[src/rtl/ffla_pkg.sv]
// ----------------------------------------------------------------------------
// ffla_pkg
// shared types and constants of the first-fit line allocator
// ----------------------------------------------------------------------------
package ffla_pkg;

	// request and result field widths
	localparam int ID_W       = 10;
	localparam int LEN_W      = 11;
	localparam int STATUS_W   = 2;
	localparam int LINE_OUT_W = 8;
	localparam int CFG_W      = 11;
	localparam int CFG_IDX_W  = 1;

	// cells handled per scan step
	localparam int STEP_CELLS = 8;
	localparam int WORD_BITS  = 64;

	localparam logic CMD_ALLOC = 1'b0;
	localparam logic CMD_FREE  = 1'b1;

	localparam logic [STATUS_W-1:0] STATUS_OK          = 2'd0;
	localparam logic [STATUS_W-1:0] STATUS_NO_SPACE    = 2'd1;
	localparam logic [STATUS_W-1:0] STATUS_NOT_PRESENT = 2'd2;

	localparam logic [CFG_IDX_W-1:0] CFG_LINES_IN_USE   = 1'b0;
	localparam logic [CFG_IDX_W-1:0] CFG_CELLS_PER_LINE = 1'b1;

	typedef enum logic [3:0] {
		ST_CLEAR,
		ST_IDLE,
		ST_GRP,
		ST_LINE,
		ST_LCHK,
		ST_RREC,
		ST_WRD,
		ST_WDAT,
		ST_BYTE,
		ST_GRD,
		ST_GACC,
		ST_OUT
	} state_t;

endpackage

[src/rtl/ffla_run_step.sv]
// ----------------------------------------------------------------------------
// ffla_run_step
// free-run tracker over eight consecutive cells of one line
// ----------------------------------------------------------------------------
module ffla_run_step #(
	parameter int LENW = 11
) (
	input  logic [ffla_pkg::STEP_CELLS-1:0] busy,
	input  logic [LENW:0]                   base,
	input  logic [LENW-1:0]                 limit,
	input  logic [ffla_pkg::LEN_W-1:0]      need,
	input  logic [LENW-1:0]                 run,
	input  logic [LENW-1:0]                 start,
	input  logic [LENW-1:0]                 best,
	input  logic                            found,
	input  logic [LENW-1:0]                 first,
	output logic [LENW-1:0]                 run_nxt,
	output logic [LENW-1:0]                 start_nxt,
	output logic [LENW-1:0]                 best_nxt,
	output logic                            found_nxt,
	output logic [LENW-1:0]                 first_nxt
);

	always_comb begin
		logic [LENW:0]   pos;
		logic [LENW-1:0] r;
		logic [LENW-1:0] s;
		logic [LENW-1:0] b;
		logic            f;
		logic [LENW-1:0] fs;
		r  = run;
		s  = start;
		b  = best;
		f  = found;
		fs = first;
		for (int k = 0; k < ffla_pkg::STEP_CELLS; k++) begin
			pos = base + (LENW+1)'(k);
			if (pos < {1'b0, limit}) begin
				if (busy[k]) begin
					r = '0;
				end else begin
					if (r == '0) begin
						s = pos[LENW-1:0];
					end
					r = r + 1'b1;
					if (r > b) begin
						b = r;
					end
					// first run long enough wins
					if (need != '0 && !f && r >= need) begin
						f  = 1'b1;
						fs = s;
					end
				end
			end
		end
		run_nxt   = r;
		start_nxt = s;
		best_nxt  = b;
		found_nxt = f;
		first_nxt = fs;
	end

endmodule

[config.mk]
export PLATFORM = sky130hd
export DESIGN_NAME = ffla_run_step
export DESIGN_NICKNAME = d
export VERILOG_FILES = /design/src/rtl/ffla_pkg.sv /design/src/rtl/ffla_run_step.sv
export SDC_FILE = /design/constraint.sdc
export NUM_CORES = 1
export LEC_CHECK = 0
export ABC_AREA = 0
export BUFFER_PORTS_ARGS = -buffer_cell sky130_fd_sc_hd__buf_2
export CAP_MARGIN = 20
export CORE_MARGIN = 2
export CORE_UTILIZATION = 25
export DETAILED_ROUTE_END_ITERATION = 7
export PLACE_DENSITY = 0.4
export SETUP_SLACK_MARGIN = 0.05
export SYNTH_ARGS = -nofsm -noshare
export SYNTH_HDL_FRONTEND = slang
export SYNTH_SLANG_ARGS = --single-unit
[constraint.sdc]
create_clock -name vclk -period 20.9
set_clock_uncertainty 0.2 [all_clocks]
set_input_delay 1.045 -clock vclk [all_inputs]
set_output_delay 1.045 -clock vclk [all_outputs]
set_load 0.02 [all_outputs]
Word level (Yosys, flattened, before mapping)

Cells that the tools add are included.

Flip-flop bits (word level): 0
Input port bits: 87
Output and inout bits: 45
Logic and storage cells: 194

Add/sub/neg operators: 15
$lt $le $gt $ge: 24
Multiplexer cells: 122
Reduce and logical (&&, ||, !) cells: 33

Operators with widths:

| cell                                                             | count |
|---|---|
| 11-bit two-way mux                                               | 98 |
| 12-bit by 11-bit < comparator with 1-bit output                  | 8 |
| 11-bit by 1-bit adder with 11-bit output (second input constant) | 8 |
| 11-bit >= comparator                                             | 8 |
| 11-bit > comparator                                              | 8 |
| 11-bit zero test                                                 | 8 |
| 12-bit by 3-bit adder with 12-bit output (second input constant) | 4 |
| 12-bit by 2-bit adder with 12-bit output (second input constant) | 2 |
| 1-bit two-way mux                                                | 24 |
| 1-bit logical AND                                                | 16 |
| 12-bit by 1-bit adder with 12-bit output (second input constant) | 1 |
| 11-bit nonzero test                                              | 1 |
| 1-bit zero test                                                  | 8 |

Logic depth before layout (Yosys ltp)

Gate-level depths: netlist (run 1).

Word-level depth: 48
Mapped depth: 146
Mapped depth without buffers: 137

Least setup slack after synthesis (run 1)

Ideal clock, no wire load.

Kind: input-to-output
From: in run[0]
To: out best_nxt[2]
Data arrival time: 20.949 ns
Data required time: 19.655 ns
Setup slack: -1.294 ns
Cell stages on the path: 143
Path buffers: 9
Cell sequence: ha_1 > xnor2_1 > inv_1 > ha_1 > o21a_1 > o21a_1 > o21a_1 > o21a_1 > o21a_1 > o21a_1 > o21a_1 > o21a_1 > o21a_1 > o21a_1 > o31a_1 > clkbuf_1 > mux2i_1 > ha_1 > [107 not listed] > ha_1 > nor2b_1 > o21ai_0 > nand2b_1 > a21oi_1 > nor2b_1 > o21ai_0 > nand2b_1 > a21oi_1 > nor2b_1 > o21ai_0 > nand2b_1 > a21oi_1 > nor2b_1 > o21ai_0 > a41oi_1 > clkbuf_1 > o21ai_0

Word-level cells in the longest chain between the ends: 33
Elaborated cells on any way between the ends: 54
Those cells by class: add/sub: 8; order compare: 8; mux: 38

Ends and longest elaborated chain:

| what                                     | RTL line            | RTL |
|---|---|---|
| start: declaration                       | ffla_run_step.sv:12 | `input logic [LENW-1:0] run,` |
| 11-bit by 1-bit adder with 11-bit output | ffla_run_step.sv:45 | `r = r + 1'b1;` |
| 11-bit > comparator                      | ffla_run_step.sv:46 | `if (r > b) begin` |
| 11-bit two-way mux                       | ffla_run_step.sv:46 |  |
| 11-bit two-way mux                       | ffla_run_step.sv:39 | `if (busy[k]) begin` |
| 11-bit two-way mux                       | ffla_run_step.sv:38 | `if (pos < {1'b0, limit}) begin` |
| 11-bit > comparator                      | ffla_run_step.sv:46 |  |
| 11-bit two-way mux                       | ffla_run_step.sv:46 |  |
| 11-bit two-way mux                       | ffla_run_step.sv:39 |  |
| [17 not listed]                          | n/a                 |  |
| 11-bit > comparator                      | ffla_run_step.sv:46 |  |
| 11-bit two-way mux                       | ffla_run_step.sv:46 |  |
| 11-bit two-way mux                       | ffla_run_step.sv:39 |  |
| 11-bit two-way mux                       | ffla_run_step.sv:38 |  |
| 11-bit > comparator                      | ffla_run_step.sv:46 |  |
| 11-bit two-way mux                       | ffla_run_step.sv:46 |  |
| 11-bit two-way mux                       | ffla_run_step.sv:39 |  |
| 11-bit two-way mux *                     | ffla_run_step.sv:38 |  |
| end: declaration                         | ffla_run_step.sv:19 | `output logic [LENW-1:0] best_nxt,` |

Mark *: on every way between the ends. The rest lies on a longest branch, timed or not.

Worst setup path in the final report (run 1)

From: in run[0]
To: out best_nxt[7]

The elaborated chain is that of the path after synthesis.

==> run_results.csv, run 1 <==
group,metric,value,unit
synthesis,synth_cell_types,114,
synthesis,avgSynthCellArea,7.23,um2
sta,setup_viol,0,
route,via_per_inst,5.31,
floorplanning,io_pins,132,
final_layout,clock_buffers,0,
route,drt_wl_total,69.9,mm
sta,period_share,98.6,%
route,ant_nets,0,
critical_path,worst-path-stages,141,
final_layout,nets,2849,
sta,fmax,48.5,MHz
critical_path,cp_top_family,"compound AO/OA/AOI/OAI gates",
global_routing,grt_first_pass_wirelength,105,mm
route,drtIter0Drc,1029,
floorplanning,die_area,67100,um2
job,cap_violations,0,
final_layout,final_util,30.7,%
critical_path,crit_required,19.66,ns
critical_path,arrival,19.36,ns
floorplanning,die_w,259,um
synthesis,synth_largest_area_cell,"ha_1",
critical_path,cp_slowest_cell,"mux2_4",
route,num_vias,17700,
sta,rsz0062_at_grt,"true",
synthesis,synth_common_cells,"277 x ha_1, 169 x mux2i_1, 161 x nand2_1",
critical_path,critPathMaxStageDelay,0.31,ns
place,numPortBuffers,132,
power_and_ir_drop,irDropWorstVdd,20.7,uV
sta,tns,0,ns
synthesis,synth.most_common_cell,"ha_1",
final_layout,seq_cells,0,
critical_path,critPathMaxFanout,6,
global_routing,grt_pass1_vias,17800,
sta,maxSlewViolCount,0,
route,wl_per_cell,20.9,um
critical_path,cpMostUsedCell,"o21a_1",
sta,fin_crit,20.61,ns
global_routing,grt_use_total,20.0,%
critical_path,criticalPathCategory,"input port to output pin",
critical_path,worstSetupStartpointType,"input port",
final_layout,fill_cells,6986,
run_status,outcome,"finished clean",
critical_path,worst_setup_path_end_kind,"output pin",
synthesis,synth.area.top_cells,"ha_1 21%, mux2i_1 10%, o21ai_0 4.5%, a21oi_1 4.1%, xnor2_1 4.0%",
power_and_ir_drop,p_leak,0.00905,uW
power_and_ir_drop,fin_total_pwr,936,uW
route,route.detailed.drc,0,
floorplanning,rows,93,
synthesis,syn-num-nets,2611,
final_layout,syn_to_final_growth,21.5,%
sta,final-hold-violation-count,0,
place,place_congestion,0.887,
sta,slew_headroom,24.0,%
synthesis,yosysWarnings,0,
route,first_pass_iters,5,
final_layout,regArea,0,um2
global_routing,grt-ovfl-total,0,
critical_path,critPathBufInv,10,
place,hpwl,59.5,mm
synthesis,netlist_area,16300,um2
synthesis,ys_seq_area_share,0,%
final_layout,drive_gt1_share,22.2,%
hold_path,hold_depth,3,
floorplanning,dieHeight,259,um
synthesis,synthCells,2247,
global_routing,antenna_found_initial,5,
hold_path,hp-class,"input port to output pin",
global_routing,grt_max_degree,25,
floorplanning,start_util,25.3,%
floorplanning,coreArea,64300,um2
power_and_ir_drop,p_per_area,47.4,nW/um2
sta,worst_slew_pin_slew,1.14,ns
synthesis,synth_top_area_share,21.3,%
cells in the final DEF (no fill, tap or decap), drive strengths merged, types with 75 or more instances in the layout:
cell / n
a21oi: 136
mux2i: 172
o21a: 80
nor2: 148
buf: 344
nand2: 162
ha: 277
xnor2: 75
inv: 157
o21ai: 160
area by class of cell:
type                       count  area (um2)  area share (%)
timing repair buffer         344        2400            12.2
inverter                     158         596            3.02
tap                          855        1070            5.42
multi-input combinational   1981       15700            79.4
antenna                        2        5.00          0.0253
power by group:
part | total, uW | internal [uW] | switching, uW
Combinational | 936 | 401 | 535
Clock | 0.0000129 | 0.0000129 | 0
Sequential | 0 | 0 | 0
Total | 936 | 401 | 535
cells by family (layout without fill, tap and decap cells):
family	after synthesis	in the layout	share of synthesized area, %
adders and majority gates	277	277	21.3
other	0	2	0
xor gates and xnor gates	126	126	6.79
AOI/OAI and AO/OA	605	605	25.9
buffers and inverters	266	502	6.61
muxes	237	237	15.4
and+or+nand+nor	736	736	24.0
worst paths after layout:
| kind | start | end | slack, ns |
|---|---|---|---|
| worst max-delay path | run[0] | best_nxt[7] | 0.29 |
| worst min-delay path | busy[7] | run_nxt[3] | 2.32 |
layer usage:
layer  share of wire [%]  global-route usage (%)  vias to the layer above
met3                 3.4                    1.24                       58
met1                  45                    26.1                     8447
met5               0.013                       0                        -
met4                 2.0                    3.71                        2
li1                    -                       -                     8836
met2                  49                    36.3                      380
worst min-delay path, delay by kind of cell:
kind	cells	cell delay [ns]
buffers and inverters	2	0.34
AO/OA/AOI/OAI	1	0.08
through the flow:
| stage | cell area [um2] | hold slack, ns | instances | setup slack (ns) |
|---|---|---|---|---|
| 2_1_floorplan | 16500 | 2.31 | 2247 | 0.0697 |
| 3_3_place_gp | 19000 | 2.31 | 3299 | -0.243 |
| 3_5_place_dp | 19000 | 2.31 | 3300 | -0.455 |
| 4_1_cts | 19200 | 2.32 | 3310 | 0.0610 |
| 5_1_grt | 19700 | 2.35 | 3340 | -1.19 |
| 6_report | 19700 | 2.32 | 3340 | 0.293 |
timing repair:
item	in CTS	in global routing
setup endpoints to repair	11	11
hold buffers	0	0
setup buffers	9	25
gates cloned	1	1
resized for setup	27	82
pin swaps	7	40
(Power assumes the default switching activity.)
==> run 2: changes to the inputs <==
--- a/config.mk
+++ b/config.mk
@@ -6,12 +6,14 @@
 export NUM_CORES = 1
 export LEC_CHECK = 0
 export ABC_AREA = 0
-export BUFFER_PORTS_ARGS = -buffer_cell sky130_fd_sc_hd__buf_2
 export CAP_MARGIN = 20
+export CELL_PAD_IN_SITES_DETAIL_PLACEMENT = 0
+export CELL_PAD_IN_SITES_GLOBAL_PLACEMENT = 1
 export CORE_MARGIN = 2
 export CORE_UTILIZATION = 25
 export DETAILED_ROUTE_END_ITERATION = 7
-export PLACE_DENSITY = 0.4
+export DONT_BUFFER_PORTS = 1
+export PLACE_DENSITY = 0.47
 export SETUP_SLACK_MARGIN = 0.05
 export SYNTH_ARGS = -nofsm -noshare
 export SYNTH_HDL_FRONTEND = slang
==> constraint.sdc (replaced) <==
create_clock -name vclk -period 22.1
set_clock_uncertainty 0.2 [all_clocks]
set_input_delay 1.105 -clock vclk [all_inputs]
set_output_delay 1.105 -clock vclk [all_outputs]
set_load 0.02 [all_outputs]
==> run_results.csv, run 2 (synthesis results as in run 1) <==
group,metric,value,unit
run_status,outcome,"finished clean",
floorplanning,coreArea,64300,um2
floorplanning,start_util,25.3,%
floorplanning,die_area,67100,um2
critical_path,arrival,19.54,ns
sta,fmax,48.0,MHz
floorplanning,rows,93,
final_layout,mostFrequentLayoutCells,"269 x ha_1, 161 x nand2_1, 161 x mux2i_1, 154 x inv_1, 145 x nor2_1",
global_routing,grt_max_degree,25,
final_layout,layout_commonest_cell,"ha_1",
job,cap_violations,0,
sta,whs,2.15,ns
critical_path,critPathMaxFanout,9,
critical_path,worstSetupStartpointType,"input port",
final_layout,regArea,0,um2
place,place_congestion,0.894,
global_routing,grt_pass1_vias,16700,
floorplanning,io_pins,132,
place,place_ws,-0.354,ns
route,num_vias,16900,
route,route.detailed.drc,0,
floorplanning,dieHeight,259,um
critical_path,cpMostUsedCell,"o21a_1",
final_layout,syn_to_final_growth,11.0,%
critical_path,worst_setup_path_end_kind,"output pin",
final_layout,seq_cells,0,
sta,setup_viol,0,
route,drt_wl_total,71.1,mm
route,first_pass_iters,5,
critical_path,criticalPathCategory,"input port to output pin",
critical_path,critPathMaxStageDelay,0.39,ns
global_routing,grt-ovfl-total,0,
sta,worst_slew_pin_slew,1.02,ns
place,placed_area,17500,um2
final_layout,fin_area,18000,um2
global_routing,grt_use_total,20.2,%
sta,final-hold-violation-count,0,
global_routing,grt_first_pass_wirelength,105,mm
sta,slew_headroom,31.0,%
global_routing,antenna_found_initial,1,
sta,period_share,94.3,%
floorplanning,die_w,259,um
final_layout,clock_buffers,0,
route,wl_per_cell,22.9,um
critical_path,cp_slowest_cell,"mux2_4",
route,ant_nets,0,
final_layout,nets,2611,
critical_path,crit_required,20.80,ns
route,via_per_inst,5.46,
place,numPortBuffers,0,
route,drtIter0Drc,1057,
sta,maxSlewViolCount,0,
sta,fin_crit,20.85,ns
hold_path,hp-class,"input port to output pin",
sta,layout_setup_ws,1.25,ns
final_layout,drive_gt1_share,13.0,%
place,hpwl,60.1,mm
==> run 2: layout make-up <==
| cell class | count | area (um2) |
|---|---|---|
| fillers | 7072 | 46300 |
| multi-input cells | 1983 | 15600 |
| well taps | 855 | 1070 |
| repair buffers | 104 | 800 |
| inverters | 158 | 597 |
| diodes | 1 | 2.50 |
==> run 2: stage by stage <==
| stage | instances | TNS (ns) | util, % |
|---|---|---|---|
| floorplan | 2247 | 0 | - |
| global placement | 3073 | -0.0516 | 27.2 |
| detailed placement | 3073 | -2.94 | 27.2 |
| CTS | 3074 | 0 | 27.3 |
| global route | 3100 | -1.03 | 28.0 |
| finish | 3101 | 0 | 28.0 |
==> run 2: final timing paths <==
kind / slack (ns) / endpoint / depth (start not counted) / startpoint
worst max-delay path: 1.25 / best_nxt[0] / 136 / run[0]
worst min-delay path: 2.15 / run_nxt[3] / 1 / busy[7]
==> run 2: timing repair <==
| item | in CTS | in global routing |
|---|---|---|
| buffers inserted | 1 | 23 |
| pin swaps | 0 | 20 |
| gates cloned | 0 | 2 |
| setup endpoints to repair | 11 | 11 |
| hold buffers | 0 | 0 |
| resized for setup | 4 | 72 |
==> run 2: metal layers <==
layer  global-route usage (%)  vias to the layer above  wire length (um)
li1                         -                     8360                 -
met1                     26.2                     8160             31900
met2                     37.8                      358             35700
met3                     1.22                       42              2700
met4                     1.85                        0               763
met5                        0                        -                 0
==> run 2: critical path, delay by kind of cell <==
family	cells	cell delay, ns
AO/OA/AOI/OAI	71	9.91
AND/OR/NAND/NOR	45	3.78
adder cells (fa/ha/maj)	9	2.38
multiplexers	7	1.89
buffers and inverters	4	0.42
==> run 3: changes to the inputs <==
==> constraint.sdc (replaced) <==
create_clock -name vclk -period 25.8
set_clock_uncertainty 0.2 [all_clocks]
set_input_delay 1.29 -clock vclk [all_inputs]
set_output_delay 1.29 -clock vclk [all_outputs]
set_load 0.02 [all_outputs]
==> run_results.csv, run 3 (synthesis results as in run 1) <==
group,metric,value,unit
sta,slew_headroom,32.1,%
place,place_inst,3022,
final_layout,mostFrequentLayoutCells,"277 x ha_1, 164 x mux2i_1, 161 x nand2_1, 155 x inv_1, 146 x nor2_1",
sta,maxSlewViolCount,0,
sta,worst_slew_pin_slew,1.01,ns
critical_path,arrival,22.06,ns
sta,fmax,42.5,MHz
place,numPortBuffers,0,
route,drt_wl_total,70.1,mm
final_layout,fill_cells,7099,
final_layout,layout_commonest_cell,"ha_1",
route,ant_nets,0,
floorplanning,rows,93,
job,cap_violations,0,
global_routing,grt_first_pass_wirelength,105,mm
place,place_congestion,0.880,
sta,final-hold-violation-count,0,
critical_path,crit_required,24.31,ns
sta,rsz0062_at_grt,"false",
final_layout,seq_cells,0,
critical_path,critPathMaxFanout,16,
global_routing,grt_use_total,20.3,%
final_layout,drive_gt1_share,8.84,%
critical_path,cp_top_family,"compound AO/OA/AOI/OAI gates",
global_routing,grt_max_degree,25,
critical_path,criticalPathCategory,"input port to output pin",
route,first_pass_iters,5,
final_layout,fin_area,17200,um2
floorplanning,die_area,67100,um2
critical_path,worst_setup_path_end_kind,"output pin",
final_layout,syn_to_final_growth,5.73,%
floorplanning,die_w,259,um
final_layout,final_util,26.7,%
critical_path,cp_slowest_cell,"a41oi_1",
sta,fin_crit,23.55,ns
place,hpwl,59.9,mm
route,route.detailed.drc,0,
run_status,outcome,"finished clean",
sta,tns,0,ns
critical_path,critPathMaxStageDelay,0.57,ns
final_layout,final_cells,3027,
global_routing,grt_pass1_vias,16700,
sta,period_share,91.3,%
route,via_per_inst,5.47,
final_layout,regArea,0,um2
final_layout,clock_buffers,0,
hold_path,hp-class,"input port to output pin",
route,wl_per_cell,23.2,um
global_routing,antenna_found_initial,1,
critical_path,worstSetupStartpointType,"input port",
route,drtIter0Drc,909,
sta,setup_viol,0,
floorplanning,dieHeight,259,um
floorplanning,start_util,25.3,%
place,placed_area,17100,um2
critical_path,critPathBufInv,5,
final_layout,nets,2537,
floorplanning,coreArea,64300,um2
route,num_vias,16500,
floorplanning,io_pins,132,
critical_path,cpMostUsedCell,"o21a_1",
global_routing,grt-ovfl-total,0,
==> run 3: path summary, 6_finish.rpt <==
check | from | end | slack (ns) | depth (start not counted)
worst min-delay path | busy[7] | run_nxt[4] | 2.52 | 1
worst max-delay path | run[0] | best_nxt[1] | 2.25 | 133
==> run 3: what timing repair did <==
action                                  4_1_cts  5_1_grt
setup buffers                                 0        1
endpoints found under the setup margin        0       11
hold buffers                                  0        0
gates resized for setup                       0       27
==> run 3: cell type report <==
class	count	area, um2	share of cell area [%]
well taps	855	1070	6.22
inverters	158	593	3.45
multi-input cells	1981	15300	88.9
diodes	1	2.50	0.0146
repair buffers	32	240	1.40
==> run 3: routing by layer <==
| metal | vias up | part of all wire [%] | global-route usage, % |
|---|---|---|---|
| met1 | 7945 | 45 | 26.5 |
| met4 | 0 | 2.1 | 3.77 |
| met3 | 75 | 3.8 | 1.73 |
| li1 | 8193 | - | - |
| met2 | 333 | 49 | 36.3 |
| met5 | - | 0 | 0 |
==> run 3: per-stage QoR <==
step	hold slack, ns	setup WS (ns)
floorplan	2.80	3.12
global placement	2.52	1.37
detailed placement	2.52	0.997
CTS	2.52	0.912
global route	2.53	0.0654
finish	2.52	2.25
